### src/rtl/ihex_pkg.sv
// Shared types and constants of the Intel HEX record encoder.
`timescale 1ns / 1ps
`default_nettype none

package ihex_pkg;

    localparam int FILL_W    = 5;   // byte count of one record, 0..16
    localparam int DIGIT_W   = 5;   // character index inside one record field
    localparam int EOF_CHARS = 12;  // ":00000001FF" and the newline

    localparam logic [7:0] CHAR_COLON   = 8'h3A;
    localparam logic [7:0] CHAR_NL      = 8'h0A;
    localparam logic [7:0] REC_TYPE_DAT = 8'h00;

    typedef logic [FILL_W-1:0]  fill_t;
    typedef logic [DIGIT_W-1:0] digit_t;

    // Field of the text that the current character belongs to
    typedef enum logic [2:0] {
        FLD_COLON,
        FLD_LEN,
        FLD_ADDR,
        FLD_TYPE,
        FLD_DATA,
        FLD_SUM,
        FLD_NL,
        FLD_EOF
    } field_t;

    // Controller to datapath
    typedef struct packed {
        logic   emit;          // load one character into the output register
        field_t field;
        digit_t digit;         // character index inside the field
        logic   last;          // last character caused by the input transfer
        logic   store;         // write the input byte into the record buffer
        logic   clear_rec;     // record sent: empty the buffer
        logic   clear_stream;  // end of file: restart at offset zero
    } dp_cmd_t;

    // Datapath to controller
    typedef struct packed {
        logic  emit_ok;        // output register free or draining this cycle
        logic  empty;          // no byte in the buffer
        logic  full_next;      // a stored byte completes the record
        fill_t fill;
    } dp_stat_t;

endpackage

`default_nettype wire

### src/rtl/intel_hex_record_encoder_core.sv
// Top level of the Intel HEX record encoder.
`timescale 1ns / 1ps
`default_nettype none

// Turns a byte stream into Intel HEX text, one ASCII character per output
// transfer. A data byte that does not complete a record is only stored.
// The byte that completes a record of RECORD_BYTES bytes is followed by the
// record text, 12 + 2*RECORD_BYTES characters; a finish transfer is followed
// by the partial record (12 + 2*n characters, none when empty) and then the
// 12-character end-of-file record. One character leaves per cycle through the
// single output register when the output side does not stall, and input is
// taken again the cycle after the last character is loaded. Addresses wrap
// at 64 KiB and a finish restarts the stream at address zero.
module intel_hex_record_encoder_core #(
    parameter int RECORD_BYTES = 16
) (
    input  wire logic       clk,
    input  wire logic       rst_n,
    input  wire logic       in_valid,
    output logic            in_ready,
    input  wire logic       action,
    input  wire logic [7:0] data_byte,
    output logic            out_valid,
    input  wire logic       out_ready,
    output logic [7:0]      text_char,
    output logic            run_last
);
    import ihex_pkg::*;

    dp_cmd_t  cmd;
    dp_stat_t stat;

    ihex_ctrl u_ctrl (
        .clk      (clk),
        .rst_n    (rst_n),
        .in_valid (in_valid),
        .action   (action),
        .in_ready (in_ready),
        .cmd      (cmd),
        .stat     (stat)
    );

    ihex_dp #(
        .RECORD_BYTES (RECORD_BYTES)
    ) u_dp (
        .clk       (clk),
        .rst_n     (rst_n),
        .data_byte (data_byte),
        .cmd       (cmd),
        .stat      (stat),
        .out_ready (out_ready),
        .out_valid (out_valid),
        .text_char (text_char),
        .run_last  (run_last)
    );

endmodule

`default_nettype wire

### src/rtl/ihex_dp.sv
// Datapath: record buffer, offsets, checksum and the output character register.
`timescale 1ns / 1ps
`default_nettype none

module ihex_dp #(
    parameter int RECORD_BYTES = 16
) (
    input  wire logic               clk,
    input  wire logic               rst_n,
    input  wire logic [7:0]         data_byte,
    input  wire ihex_pkg::dp_cmd_t  cmd,
    output ihex_pkg::dp_stat_t      stat,
    input  wire logic               out_ready,
    output logic                    out_valid,
    output logic [7:0]              text_char,
    output logic                    run_last
);
    import ihex_pkg::*;

    localparam int IDX_W = (RECORD_BYTES > 1) ? $clog2(RECORD_BYTES) : 1;

    logic [7:0]  rec_mem [RECORD_BYTES];

    fill_t       fill_reg, fill_next;
    logic [15:0] offset_reg, offset_next;
    logic [15:0] addr_reg, addr_next;
    logic [7:0]  dsum_reg, dsum_next;
    logic        out_valid_reg, out_valid_next;
    logic [7:0]  text_char_reg;
    logic        run_last_reg;
    logic [7:0]  rd_byte_reg;

    fill_t            fill_plus;
    logic [IDX_W-1:0] rd_idx;
    logic [7:0]       sum_all;
    logic [7:0]       csum;
    logic [7:0]       field_byte;
    logic [3:0]       nibble;
    logic [7:0]       char_next;

    function automatic logic [7:0] hex_char(input logic [3:0] v);
        logic [7:0] c;
        if (v < 4'd10)
            c = 8'h30 + {4'h0, v};
        else
            c = 8'h37 + {4'h0, v};
        return c;
    endfunction

    function automatic logic [7:0] eof_char(input digit_t idx);
        logic [7:0] c;
        case (idx) inside
            5'd0:         c = CHAR_COLON;
            [5'd1:5'd7]:  c = 8'h30;
            5'd8:         c = 8'h31;
            5'd9, 5'd10:  c = 8'h46;
            default:      c = CHAR_NL;
        endcase
        return c;
    endfunction

    assign fill_plus = fill_reg + fill_t'(1);

    assign stat.emit_ok   = !out_valid_reg || out_ready;
    assign stat.empty     = (fill_reg == '0);
    assign stat.full_next = (fill_plus >= fill_t'(RECORD_BYTES));
    assign stat.fill      = fill_reg;

    // Two characters per byte: even index is the high nibble. Fetch the byte
    // for the character that follows, so it is registered before it is needed.
    assign rd_idx = (cmd.field == FLD_DATA)
                  ? cmd.digit[IDX_W:1] + IDX_W'(cmd.digit[0] & cmd.emit)
                  : '0;

    always_ff @(posedge clk)
    begin
        if (cmd.store)
            rec_mem[fill_reg[IDX_W-1:0]] <= data_byte;
        rd_byte_reg <= rec_mem[rd_idx];
    end

    assign sum_all = {3'b000, fill_reg} + addr_reg[15:8] + addr_reg[7:0] + dsum_reg;
    assign csum    = 8'h00 - sum_all;

    always_comb
    begin
        case (cmd.field)
            FLD_LEN:  field_byte = {3'b000, fill_reg};
            FLD_ADDR: field_byte = cmd.digit[1] ? addr_reg[7:0] : addr_reg[15:8];
            FLD_TYPE: field_byte = REC_TYPE_DAT;
            FLD_DATA: field_byte = rd_byte_reg;
            FLD_SUM:  field_byte = csum;
            default:  field_byte = 8'h00;
        endcase
        nibble = cmd.digit[0] ? field_byte[3:0] : field_byte[7:4];
        case (cmd.field)
            FLD_COLON: char_next = CHAR_COLON;
            FLD_NL:    char_next = CHAR_NL;
            FLD_EOF:   char_next = eof_char(cmd.digit);
            default:   char_next = hex_char(nibble);
        endcase
    end

    always_comb
    begin
        fill_next   = fill_reg;
        offset_next = offset_reg;
        addr_next   = addr_reg;
        dsum_next   = dsum_reg;
        if (cmd.clear_stream)
        begin
            fill_next   = '0;
            offset_next = '0;
            addr_next   = '0;
            dsum_next   = '0;
        end
        else if (cmd.clear_rec)
        begin
            fill_next = '0;
            dsum_next = '0;
        end
        else if (cmd.store)
        begin
            if (fill_reg == '0)
                addr_next = offset_reg;
            fill_next   = fill_plus;
            offset_next = offset_reg + 16'd1;
            dsum_next   = dsum_reg + data_byte;
        end

        if (cmd.emit)
            out_valid_next = 1'b1;
        else if (out_ready)
            out_valid_next = 1'b0;
        else
            out_valid_next = out_valid_reg;
    end

    always_ff @(posedge clk or negedge rst_n)
    begin
        if (!rst_n)
        begin
            fill_reg      <= '0;
            offset_reg    <= '0;
            addr_reg      <= '0;
            dsum_reg      <= '0;
            out_valid_reg <= 1'b0;
        end
        else
        begin
            fill_reg      <= fill_next;
            offset_reg    <= offset_next;
            addr_reg      <= addr_next;
            dsum_reg      <= dsum_next;
            out_valid_reg <= out_valid_next;
        end
    end

    always_ff @(posedge clk)
    begin
        if (cmd.emit)
        begin
            text_char_reg <= char_next;
            run_last_reg  <= cmd.last;
        end
    end

    assign out_valid = out_valid_reg;
    assign text_char = text_char_reg;
    assign run_last  = run_last_reg;

`ifndef SYNTHESIS
    a_emit_no_overwrite: assert property (@(posedge clk) disable iff (!rst_n)
        cmd.emit |-> (!out_valid_reg || out_ready))
        else $error("character loaded over a pending transfer");

    a_fill_bound: assert property (@(posedge clk) disable iff (!rst_n)
        fill_reg <= fill_t'(RECORD_BYTES))
        else $error("record buffer overfilled");
`endif

endmodule

`default_nettype wire

### src/rtl/ihex_ctrl.sv
// Controller: walks the fields of a data record and of the end-of-file record.
`timescale 1ns / 1ps
`default_nettype none

module ihex_ctrl (
    input  wire logic               clk,
    input  wire logic               rst_n,
    input  wire logic               in_valid,
    input  wire logic               action,
    output logic                    in_ready,
    output ihex_pkg::dp_cmd_t       cmd,
    input  wire ihex_pkg::dp_stat_t stat
);
    import ihex_pkg::*;

    typedef enum logic [3:0] {
        ST_IDLE,
        ST_COLON,
        ST_LEN,
        ST_ADDR,
        ST_TYPE,
        ST_DATA,
        ST_SUM,
        ST_NL,
        ST_EOF
    } state_t;

    state_t           state_reg, state_next;
    state_t           follow;
    digit_t           digit_reg, digit_next;
    logic             fin_reg, fin_next;
    digit_t           digit_max;
    logic             digit_done;
    logic [DIGIT_W:0] data_digits;
    logic             accept;

    assign in_ready    = (state_reg == ST_IDLE);
    assign accept      = in_valid && in_ready;
    assign data_digits = {stat.fill, 1'b0} - (DIGIT_W+1)'(1);

    always_comb
    begin
        case (state_reg)
            ST_LEN, ST_TYPE, ST_SUM: digit_max = digit_t'(1);
            ST_ADDR:                 digit_max = digit_t'(3);
            ST_DATA:                 digit_max = data_digits[DIGIT_W-1:0];
            ST_EOF:                  digit_max = digit_t'(EOF_CHARS - 1);
            default:                 digit_max = '0;
        endcase
    end

    assign digit_done = (digit_reg == digit_max);

    always_comb
    begin
        state_next = state_reg;
        digit_next = digit_reg;
        fin_next   = fin_reg;
        cmd        = '0;
        cmd.field  = FLD_COLON;
        cmd.digit  = digit_reg;
        follow     = ST_IDLE;

        case (state_reg)
            ST_COLON: begin cmd.field = FLD_COLON; follow = ST_LEN;  end
            ST_LEN:   begin cmd.field = FLD_LEN;   follow = ST_ADDR; end
            ST_ADDR:  begin cmd.field = FLD_ADDR;  follow = ST_TYPE; end
            ST_TYPE:  begin cmd.field = FLD_TYPE;  follow = ST_DATA; end
            ST_DATA:  begin cmd.field = FLD_DATA;  follow = ST_SUM;  end
            ST_SUM:   begin cmd.field = FLD_SUM;   follow = ST_NL;   end
            ST_NL:
            begin
                cmd.field = FLD_NL;
                cmd.last  = !fin_reg;
                follow    = fin_reg ? ST_EOF : ST_IDLE;
            end
            ST_EOF:
            begin
                cmd.field = FLD_EOF;
                cmd.last  = digit_done;
                follow    = ST_IDLE;
            end
            default:  begin cmd.field = FLD_COLON; follow = ST_IDLE; end
        endcase

        if (state_reg == ST_IDLE)
        begin
            digit_next = '0;
            if (accept)
            begin
                if (!action)
                begin
                    cmd.store = 1'b1;
                    if (stat.full_next)
                    begin
                        fin_next   = 1'b0;
                        state_next = ST_COLON;
                    end
                end
                else
                begin
                    fin_next   = 1'b1;
                    state_next = stat.empty ? ST_EOF : ST_COLON;
                end
            end
        end
        else
        begin
            // Advance one character per free output slot
            cmd.emit = stat.emit_ok;
            if (stat.emit_ok)
            begin
                if (digit_done)
                begin
                    digit_next       = '0;
                    state_next       = follow;
                    cmd.clear_rec    = (state_reg == ST_NL);
                    cmd.clear_stream = (state_reg == ST_EOF);
                end
                else
                begin
                    digit_next = digit_reg + digit_t'(1);
                end
            end
        end
    end

    always_ff @(posedge clk or negedge rst_n)
    begin
        if (!rst_n)
        begin
            state_reg <= ST_IDLE;
            digit_reg <= '0;
            fin_reg   <= 1'b0;
        end
        else
        begin
            state_reg <= state_next;
            digit_reg <= digit_next;
            fin_reg   <= fin_next;
        end
    end

`ifndef SYNTHESIS
    a_finish_blocks: assert property (@(posedge clk) disable iff (!rst_n)
        (accept && action) |=> !in_ready)
        else $error("finish transfer did not start the end-of-file record");

    a_data_nonempty: assert property (@(posedge clk) disable iff (!rst_n)
        (state_reg == ST_DATA) |-> !stat.empty)
        else $error("data field entered with an empty record buffer");
`endif

endmodule

`default_nettype wire

### config.mk
export PLATFORM = sky130hd
export DESIGN_NAME = intel_hex_record_encoder_core
export DESIGN_NICKNAME = d
export VERILOG_FILES = /design/src/rtl/ihex_pkg.sv /design/src/rtl/intel_hex_record_encoder_core.sv /design/src/rtl/ihex_dp.sv /design/src/rtl/ihex_ctrl.sv
export SDC_FILE = /design/constraint.sdc
export NUM_CORES = 1
export LEC_CHECK = 0
export ABC_AREA = 1
export BUFFER_PORTS_ARGS = -buffer_cell sky130_fd_sc_hd__clkbuf_2
export CORE_ASPECT_RATIO = 1.75
export CORE_MARGIN = 3
export CORE_UTILIZATION = 38
export DETAILED_ROUTE_END_ITERATION = 6
export PLACE_DENSITY = 0.56
export SLEW_MARGIN = 5
export SYNTH_ARGS = -nofsm -noshare
export SYNTH_HDL_FRONTEND = slang
export SYNTH_SLANG_ARGS = --single-unit
### constraint.sdc
create_clock -name clk -period 8.52 [get_ports clk]
set_input_delay 0.852 -clock clk [delete_from_list [all_inputs] [get_ports clk]]
set_output_delay 0.852 -clock clk [all_outputs]
set_load 0.1 [all_outputs]
# ---- Word level (Yosys, flattened, before mapping)
# Memory sizes are Yosys's and may differ from the RTL's. A register that Yosys moved wholly into a read port is not among the register bits.
# Index checks and enable logic that the tools add are counted.
dict set report word_totals {
  reg_bits 65
  ram_bits 128
  in_bits 13
  out_inout_bits 11
  elab_cells 122
  mem_count 1
}
dict set report op_classes {
  n_addsub 12
  order_cmp 4
  n_eq_ne 21
  muxes 51
  n_bitwise 1
  n_reduce_logical 22
}
# name words word_bits read_ports rd_clocked_by_memory_dff wr line_no
set mem_list {}
lappend mem_list {u_dp.rec_mem 16 8 1 1 1 ihex_dp.sv:22} ;# logic [7:0] rec_mem [RECORD_BYTES];
# op count
set ops {}
lappend ops {{two-way mux 16 bit} 7}
lappend ops {{two-way mux 8 bit} 8}
lappend ops {{two-way mux 4 bit} 10}
lappend ops {{case mux 8 bit (4 select lines)} 1}
lappend ops {{two-way mux 5 bit} 6}
lappend ops {{case mux 4 bit (7 select lines)} 1}
lappend ops {{adder 8 bit} 3}
lappend ops {{case mux 8 bit (3 select lines)} 1}
lappend ops {{case mux 3 bit (7 select lines)} 1}
lappend ops {{case mux 5 bit (4 select lines)} 1}
lappend ops {{adder 16 x 1 -> 16 bit (second input constant)} 1}
lappend ops {{== test 4 x 3 -> 1 bit (second input constant)} 4}
lappend ops {{== test 5 x 4 -> 1 bit (second input constant)} 3}
lappend ops {{adder 6 x 4 -> 7 bit (first input constant)} 2}
lappend ops {{== test 3 bit (second input constant)} 4}
lappend ops {{nonzero test 2 bit} 6}
lappend ops {{adder 5 x 1 -> 5 bit (second input constant)} 2}
lappend ops {{logical NOT 5 bit} 2}
lappend ops {{two-way mux 1 bit} 10}
lappend ops {{adder 5 x 8 -> 8 bit} 1}
lappend ops {{== test 4 x 2 -> 1 bit (second input constant)} 2}
lappend ops {{subtractor 1 x 8 -> 8 bit (first input constant)} 1}
lappend ops {{two-way mux 7 bit} 1}
lappend ops {{two-way mux 2 bit} 3}
lappend ops {{26 further kinds} 30}

# ---- Logic depth before layout (Yosys ltp)
# Gate-level depths: netlist of run 1.
dict set report logic_depth {
  depth_word 9
  ltp_mapped 21
}

# ---- Modules after synthesis
# A second synthesis of run 1 with hierarchy kept.
dict set report unflattened {
  cells_unflattened 1064
  area_unflattened_um2 10267.3
}
# module n_inst cells_each area_each_um2
set modules_own_cells {}
lappend modules_own_cells {ihex_dp 1 916 9341.5}
lappend modules_own_cells {ihex_ctrl 1 148 925.9}

# ---- Least setup slack after synthesis of run 1
# OpenSTA, ideal clock, no wires.
dict set report synth_timing {
  path_kind {reg-to-reg}
  start {register u_dp.dsum_reg[1]}
  end {register u_dp.text_char_reg[4] (netlist: u_dp.text_char[4]), data pin}
  arrival_time_ns 3.469
  required_time_ns 8.261
  path_slack_ns 4.792
  path_stages_with_launch 21
  path_buffers 0
  path_cell_list {dfrtp_1 -> inv_1 -> fa_1 -> inv_1 -> fa_1 -> fa_1 -> inv_1 -> ha_1 -> inv_1 -> fa_1 -> inv_1 -> nor2_1 -> nor3_1 -> nor2_1 -> nand4_1 -> nand2_1 -> ha_1 -> nand2_1 -> nand4_1 -> nand2_1 -> nand2_1}
}
dict set report synth_via {
  elab_chain_len 7
}
# element line_no
set synth_lines {}
lappend synth_lines {{start: declaration} ihex_dp.sv:27} ;# logic [7:0] dsum_reg, dsum_next;
lappend synth_lines {{start signal: assignment} ihex_dp.sv:154} ;# dsum_reg <= dsum_next;
lappend synth_lines {{adder 8 bit *} ihex_dp.sv:82} ;# assign sum_all = {3'b000, fill_reg} + addr_reg[15:8] + addr_reg[7:0] + dsum_reg;
lappend synth_lines {{subtractor 1 x 8 -> 8 bit *} ihex_dp.sv:83} ;# assign csum = 8'h00 - sum_all;
lappend synth_lines {{case mux 8 bit (4 select lines) *} ihex_dp.sv:87} ;# case (cmd.field)
lappend synth_lines {{two-way mux 4 bit *} ihex_dp.sv:95} ;# nibble = cmd.digit[0] ? field_byte[3:0] : field_byte[7:4];
lappend synth_lines {{adder 6 x 4 -> 7 bit, or another cell as far along} ihex_dp.sv:46} ;# c = 8'h37 + {4'h0, v};
lappend synth_lines {{two-way mux 8 bit *} ihex_dp.sv:43} ;# if (v < 4'd10)
lappend synth_lines {{case mux 8 bit (3 select lines) *} ihex_dp.sv:96} ;# case (cmd.field)
lappend synth_lines {{net u_dp.char_next[4]} ihex_dp.sv:39} ;# logic [7:0] char_next;
lappend synth_lines {{end signal: assignment} ihex_dp.sv:163} ;# text_char_reg <= char_next;
lappend synth_lines {{end: declaration} ihex_dp.sv:29} ;# logic [7:0] text_char_reg;
# Mark *: on every way through the listed nets, which the timed path passes. The rest lies on a longest branch.
# A chain may end at the register's enable or synchronous reset.

# ---- Final worst setup path of run 1
# Same ends and word-level chain as after synthesis.

==> metrics.cfg, run 1 <==
[yosys]
yosys.area_share.simple_pct=21.0
ys_seq_area_share_pct=55.0
synth_fp_nets=1141
syn_inst=1082
synth_edf_count=136
synth-warning-count=0
synth_top_family_by_area=simple AND/OR/NAND/NOR gates
syn_area_per_cell_um2=9.49
synth_compound_area_share_pct=9.71
ys.flop_type=edfxtp_1
syn_area_mm2=0.0103
async_flop_share_pct=28.0
netlist-cell-type-count=44
synthMuxAreaShare_pct=0
synthAdderAreaFrac_pct=6.56
synth-xor-area-share_pct=0.926
synth_seq_cells=200

[global_route]
grt_max_degree=57
track_usage_pct=19.9
antenna_found_initial=0
grt_pass1_vias=7785
grt-ovfl-total=0
grt_pass1_wl_um=43500

[sta]
final.setup.tns_ns=0
skew_ns=0.00920
worst_slack_ns=4.38
fin_crit_sh_pct=48.6
holdWs_ns=0.494
maxSlewHeadroom_pct=35.0
hold_viol_final=0
rsz0062_at_grt=false
max_slew.worst_pin.slew_ns=0.971
drv_slew=0
fmax_mhz=241
finalCriticalPeriod_ns=4.14
setup_viol=0

[routing]
vias=7667
wl_per_cell_um=19.5
firstDrtPassIters=5
routed_wl_um=27900
ant_nets=0
avgViaCountPerCell=5.36
drtIter0Drc=573
drc=0

[cells_and_area]
final_cell_mix=nand2_1, edfxtp_1, inv_1, nor2_1, nand3_1
antenna_cells=0
fin_util_pct=42.2
drive_above_1_share_pct=8.94
fin_cells=1431
syn_to_final_growth_pct=9.33
largest_register_ffs=128
nNetsFinal=1153
multiInputGateArea_mm2=0.00393
fillCellCount=2622
final_area_mm2=0.0112
final_common_cell=nand2_1
layout.area.seq_mm2=0.00565

[power_and_ir_drop]
max-vdd-ir-drop_v=0.000191
leakagePower_nw=4.71
power_density_mw_per_mm2=377
finalPower_mw=4.24

[placed_design]
dpl_worst_slack_ns=4.37
gp_congestion=0.996
dpl.cell_count=1399
numPortBuffers=22
hpwlAfterDp_um=19700
dpl_cell_area_mm2=0.0106

[setup_path]
slowest_stage=fa_1
regToRegSetupSlack_ns=4.38
critPathLaunchType=register
cp_top_family=adder cells
cpPeakStageDelay_ns=0.55
crit_top_cell=inv_1
cp.depth=20
reg2reg_depth=20
critical_path_class=reg -> reg
cp.required_ns=8.72
path_max_fanout=4
r2r_end=u_dp.text_char[4]$_DFFE_PP_
r2r_start=u_dp.dsum_reg[1]$_DFFE_PN0P_
end_kind=register
path_buf_inv=5
crit_start=u_dp.dsum_reg[1]$_DFFE_PN0P_
path_cells=inv_1 > fa_1 > inv_1 > fa_1 > fa_1 > inv_1 > ha_1 > inv_1 > fa_1 > inv_1 > nor2_1 > nor3_1 > nor2_1 > nand4_1 > nand2_1 > ha_1 > nand2_1 > nand4_1 > nand2_1 > nand2_1
arrival_ns=4.34

[cts]
postCtsSetupBuffers=0
ctsHoldBuffers=0
clk_pin_slew_ns=0.07
htreeDepth=4
numCtsBuffers=17
clk_latency_ns=0.45
ctsResizeCount=0
clock_path_buffers=2
clockRootBuffer=clkbuf_16
cts_tree=yes
clock_sinks=200

[floorplan]
dieArea_mm2=0.0291
die_w_um=130
die_h_um=223
io_pins=24
rows=79
start_util_pct=38.6
core_mm2=0.0266

[hold_path]
holdCritPathClass=reg -> reg
holdPathStages=2
hp-start=u_dp.offset_reg[15]$_DFFE_PN0P_
holdPathEnd=u_dp.addr_reg[15]$_DFFE_PN0P_

[job]
maxCapViolations=0

[outcome]
status=complete, no violations

## worst reg2reg max path: stages (launching register included)
cell and delay, ns:
dfrtp_1 0.41, inv_1 0.09, fa_1 0.55, inv_1 0.06
fa_1 0.45, fa_1 0.47, inv_1 0.07, ha_1 0.16
inv_1 0.07, fa_1 0.39, inv_1 0.09, nor2_1 0.04
nor3_1 0.21, nor2_1 0.06, nand4_1 0.09, nand2_1 0.11
ha_1 0.22, nand2_1 0.09, nand4_1 0.14, nand2_1 0.10
nand2_1 0.05
## Yosys cell counts (all sizes together) (3+ instances only)
cell type | count | area share (%)
o21ai | 72 | 3.5
ha | 33 | 4.0
buf | 25 | 1.4
inv | 133 | 4.9
clkbuf | 10 | 0.37
edfxtp | 136 | 40
nand4 | 24 | 1.8
nand2 | 251 | 9.4
or2 | 3 | 0.18
dfxtp | 8 | 1.6
o221ai | 24 | 2.0
xor2 | 6 | 0.58
clkinv | 4 | 0.16
o21a | 9 | 0.66
nor2 | 108 | 4.4
o211ai | 12 | 0.88
dfrtp | 56 | 14
a21oi | 36 | 2.0
xnor2 | 4 | 0.34
nor4 | 3 | 0.18
fa | 13 | 2.5
nand3 | 88 | 4.3
nor3 | 11 | 0.54
o22ai | 7 | 0.43
## power breakdown
group	switching [mW]	internal (mW)	leakage (nW)
sequential	0.143	1.19	1.99
clock	0.380	0.436	0.265
combinational	1.42	0.667	2.46
## final cells by class
class,count,share of cell area [%]
Multi-Input combinational cell,710,35.0
Clock buffer,19,3.86
Timing Repair Buffer,28,1.38
Clock inverter,13,1.29
Sequential cell,200,50.3
Tap cell,324,3.61
Inverter,137,4.61
## worst max-delay path by stage
| stage | endpoint | slack, ns |
|---|---|---|
| 6_report | u_dp.text_char[4]$_DFFE_PP_ | 4.38 |
| 5_1_grt | u_dp.text_char[4]$_DFFE_PP_ | 4.09 |
| 4_1_cts | u_dp.text_char[4]$_DFFE_PP_ | 4.37 |
| 3_5_place_dp | u_dp.text_char[4]$_DFFE_PP_ | 4.37 |
| 3_3_place_gp | u_dp.text_char[4]$_DFFE_PP_ | 4.44 |
| 2_1_floorplan | u_dp.text_char[4]$_DFFE_PP_ | 4.79 |
## per-layer routing
| metal | vias up | GRT usage [%] | part of all wire (%) |
|---|---|---|---|
| met2 | 161 | 37.8 | 56 |
| li1 | 3684 | - | - |
| met3 | 53 | 2.68 | 2.7 |
| met4 | 0 | 8.19 | 3.6 |
| met5 | - | 0 | 0 |
| met1 | 3769 | 21.5 | 38 |
## cell families (layout without fill, tap and decap cells)
logic type      Yosys count  after routing
simple gates            491            491
buf+inv                 172            197
xor+xnor                 10             10
fa+ha+maj                46             46
other cells               1              1
compound gates          162            162
flops                   200            200
Power figures use the tool's default switching activity.
==> inputs of run 2 (changes only) <==
Settings changed: PLACE_DENSITY 0.56 to 0.58.
Clock period 8.52 ns to 3.4 ns, I/O delays scaled along.
==> run 2 against run 1 <==
  * The run now ends with negative setup slack left
  * Clock-buffer cell count shrank 2
  * Hold slack lost 0.28 ns
  * Sequential share of layout area shrank 2.1 points
  * First-iteration DRC count shrank 20%
  * Core utilization grew 1.8 points
  * Total power rose to 2.6 times the previous value
  * Sequential power grew 150%
  * Flip-flop and latch count unchanged
  * Via count grew 0.56%
==> metrics.cfg, run 2 (synthesis results as in run 1) <==
[cells_and_area]
nNetsFinal=1207  ; +4.7%
final_common_cell=nand2_1
fillCellCount=2558  ; -2.4%
final_cell_mix=nand2_1, edfxtp_1, inv_1, nor2_1, nand3_1
syn_to_final_growth_pct=14.1
antenna_cells=0  ; unchanged
largest_register_ffs=128  ; unchanged
drive_above_1_share_pct=15.0  ; +6.0 points

[floorplan]
rows=79  ; unchanged
core_mm2=0.0266  ; unchanged
dieArea_mm2=0.0291  ; unchanged
start_util_pct=38.6  ; unchanged
die_h_um=223  ; unchanged
die_w_um=130  ; unchanged
io_pins=24  ; unchanged

[global_route]
grt_pass1_vias=8002  ; +2.8%
antenna_found_initial=0  ; unchanged
track_usage_pct=19.4  ; -0.47 points
grt-ovfl-total=0  ; unchanged
grt_pass1_wl_um=43000  ; -0.98%
grt_max_degree=65  ; +14%

[sta]
worst_slack_ns=-0.284  ; -4.66 ns
rsz0062_at_grt=true
setup_viol=7  ; +7
fmax_mhz=271  ; +12%
max_slew.worst_pin.slew_ns=0.845  ; -0.126 ns
fin_crit_sh_pct=108  ; +60 points
drv_slew=0  ; unchanged
finalCriticalPeriod_ns=3.68  ; -0.458 ns
maxSlewHeadroom_pct=43.7  ; +8.6 points
skew_ns=0.0125  ; +0.00327 ns
hold_viol_final=0  ; unchanged
holdWs_ns=0.210  ; -0.284 ns

[cts]
clk_latency_ns=0.44  ; about the same
cts_tree=yes
clock_sinks=200  ; unchanged
clockRootBuffer=clkbuf_16
clock_path_buffers=2  ; unchanged
clk_pin_slew_ns=0.08  ; about the same
htreeDepth=4  ; unchanged
numCtsBuffers=17  ; unchanged

[setup_path]
path_max_fanout=6  ; +2
cp_top_family=adder cells
end_kind=register
arrival_ns=3.88  ; -0.46 ns
cp.required_ns=3.60  ; -5.12 ns
path_cells=inv_2 > fa_2 > inv_2 > fa_2 > fa_1 > inv_1 > ha_2 > inv_2 > fa_2 > o21ai_1 > a21oi_1 > o211ai_1 > nand4_1 > buf_4 > nand2_1
critical_path_class=reg -> reg
critPathLaunchType=register
path_buf_inv=5  ; unchanged
slowest_stage=fa_2
cpPeakStageDelay_ns=0.57  ; +0.02 ns

[job]
maxCapViolations=0  ; unchanged

[outcome]
failed_checks=negative setup slack
status=complete, but fails checks

[power_and_ir_drop]
max-vdd-ir-drop_v=0.000534  ; +180%
power_density_mw_per_mm2=948  ; +150%
finalPower_mw=11.1  ; +160%
leakagePower_nw=4.99  ; +6.1%

[placed_design]
hpwlAfterDp_um=19800  ; +0.63%
gp_congestion=0.859  ; -14%
numPortBuffers=22  ; unchanged

[routing]
drtIter0Drc=461  ; -20%
vias=7710  ; +0.56%
drc=0  ; unchanged
ant_nets=0  ; unchanged
wl_per_cell_um=18.3  ; -6.3%
routed_wl_um=27200  ; -2.8%
firstDrtPassIters=5  ; unchanged
avgViaCountPerCell=5.19  ; -3.1%

[hold_path]
holdCritPathClass=in -> reg

-- run 2: cell type report --
class / count / area [µm²] / share of cell area (%)
clock inverter: 15 / 139 / 1.19
timing repair buffer: 82 / 576 / 4.91
multi-input combinational: 710 / 4010 / 34.2
tap: 324 / 405 / 3.46
sequential: 200 / 5650 / 48.2
clock buffer: 17 / 425 / 3.63
inverter: 137 / 518 / 4.42
-- run 2: worst register-to-register path: cells and delay by family (launching register included) --
| kind | cells | cell delay [ns] |
|---|---|---|
| buffers and inverters | 5 | 0.33 |
| adders and majority gates | 5 | 2.04 |
| and+or+nand+nor | 2 | 0.26 |
| AOI/OAI and AO/OA | 3 | 0.43 |
| DFF | 1 | 0.38 |
-- run 2: final timing paths --
path                                                      start                         endpoint  slack [ns]  depth (start not counted)
worst min register to register  u_dp.offset_reg[15]$_DFFE_PN0P_    u_dp.addr_reg[15]$_DFFE_PN0P_        0.49                          2
min in group asynchronous                                 rst_n  u_ctrl.digit_reg[1]$_DFFE_PN0P_        0.53                          2
worst min-delay path                               data_byte[0]    u_dp.rec_mem[15][0]$_DFFE_PP_        0.21                          1
worst max-delay path               u_dp.dsum_reg[1]$_DFFE_PN0P_      u_dp.text_char[6]$_DFFE_PP_       -0.28                         15
max in group asynchronous                                 rst_n     u_dp.fill_reg[3]$_DFFE_PN0P_        1.99                          3
worst max register to register     u_dp.dsum_reg[1]$_DFFE_PN0P_      u_dp.text_char[6]$_DFFE_PP_       -0.28                         15
-- run 2: power breakdown --
part	total (mW)	internal, mW	switching, mW	leakage (nW)
logic	5.88	2.12	3.76	2.73
clock network	1.94	0.969	0.975	0.276
registers	3.28	2.99	0.291	1.99
-- run 2: per-layer routing --
layer	up-vias	GRT usage, %	wire length, µm
li1	3798	-	-
met1	3719	20.0	9990
met2	141	37.8	15600
met3	52	2.56	590
met4	0	8.29	1010
met5	-	0	0
-- run 2: repair_timing --
item,4_1_cts,5_1_grt
hold endpoints to repair,1,0
resized for setup,1,8
hold buffers,1,0
setup buffers,3,1
pin swaps,7,9
setup endpoints to repair,7,7
-- run 2: stage by stage --
| stage | std cells | util, % | setup TNS [ns] | cell area, µm² | setup slack (ns) |
|---|---|---|---|---|---|
| final | 1485 | 44.1 | -1.63 | 11700 | -0.284 |
| after CTS | 1484 | 43.9 | -1.44 | 11700 | -0.255 |
| after global routing | 1485 | 44.1 | -2.73 | 11700 | -0.445 |
| after floorplan | 1082 | - | -0.533 | 10300 | -0.147 |
| after detailed placement | 1448 | 41.6 | -1.77 | 11100 | -0.318 |
| after global placement | 1448 | 41.6 | -1.44 | 11100 | -0.286 |
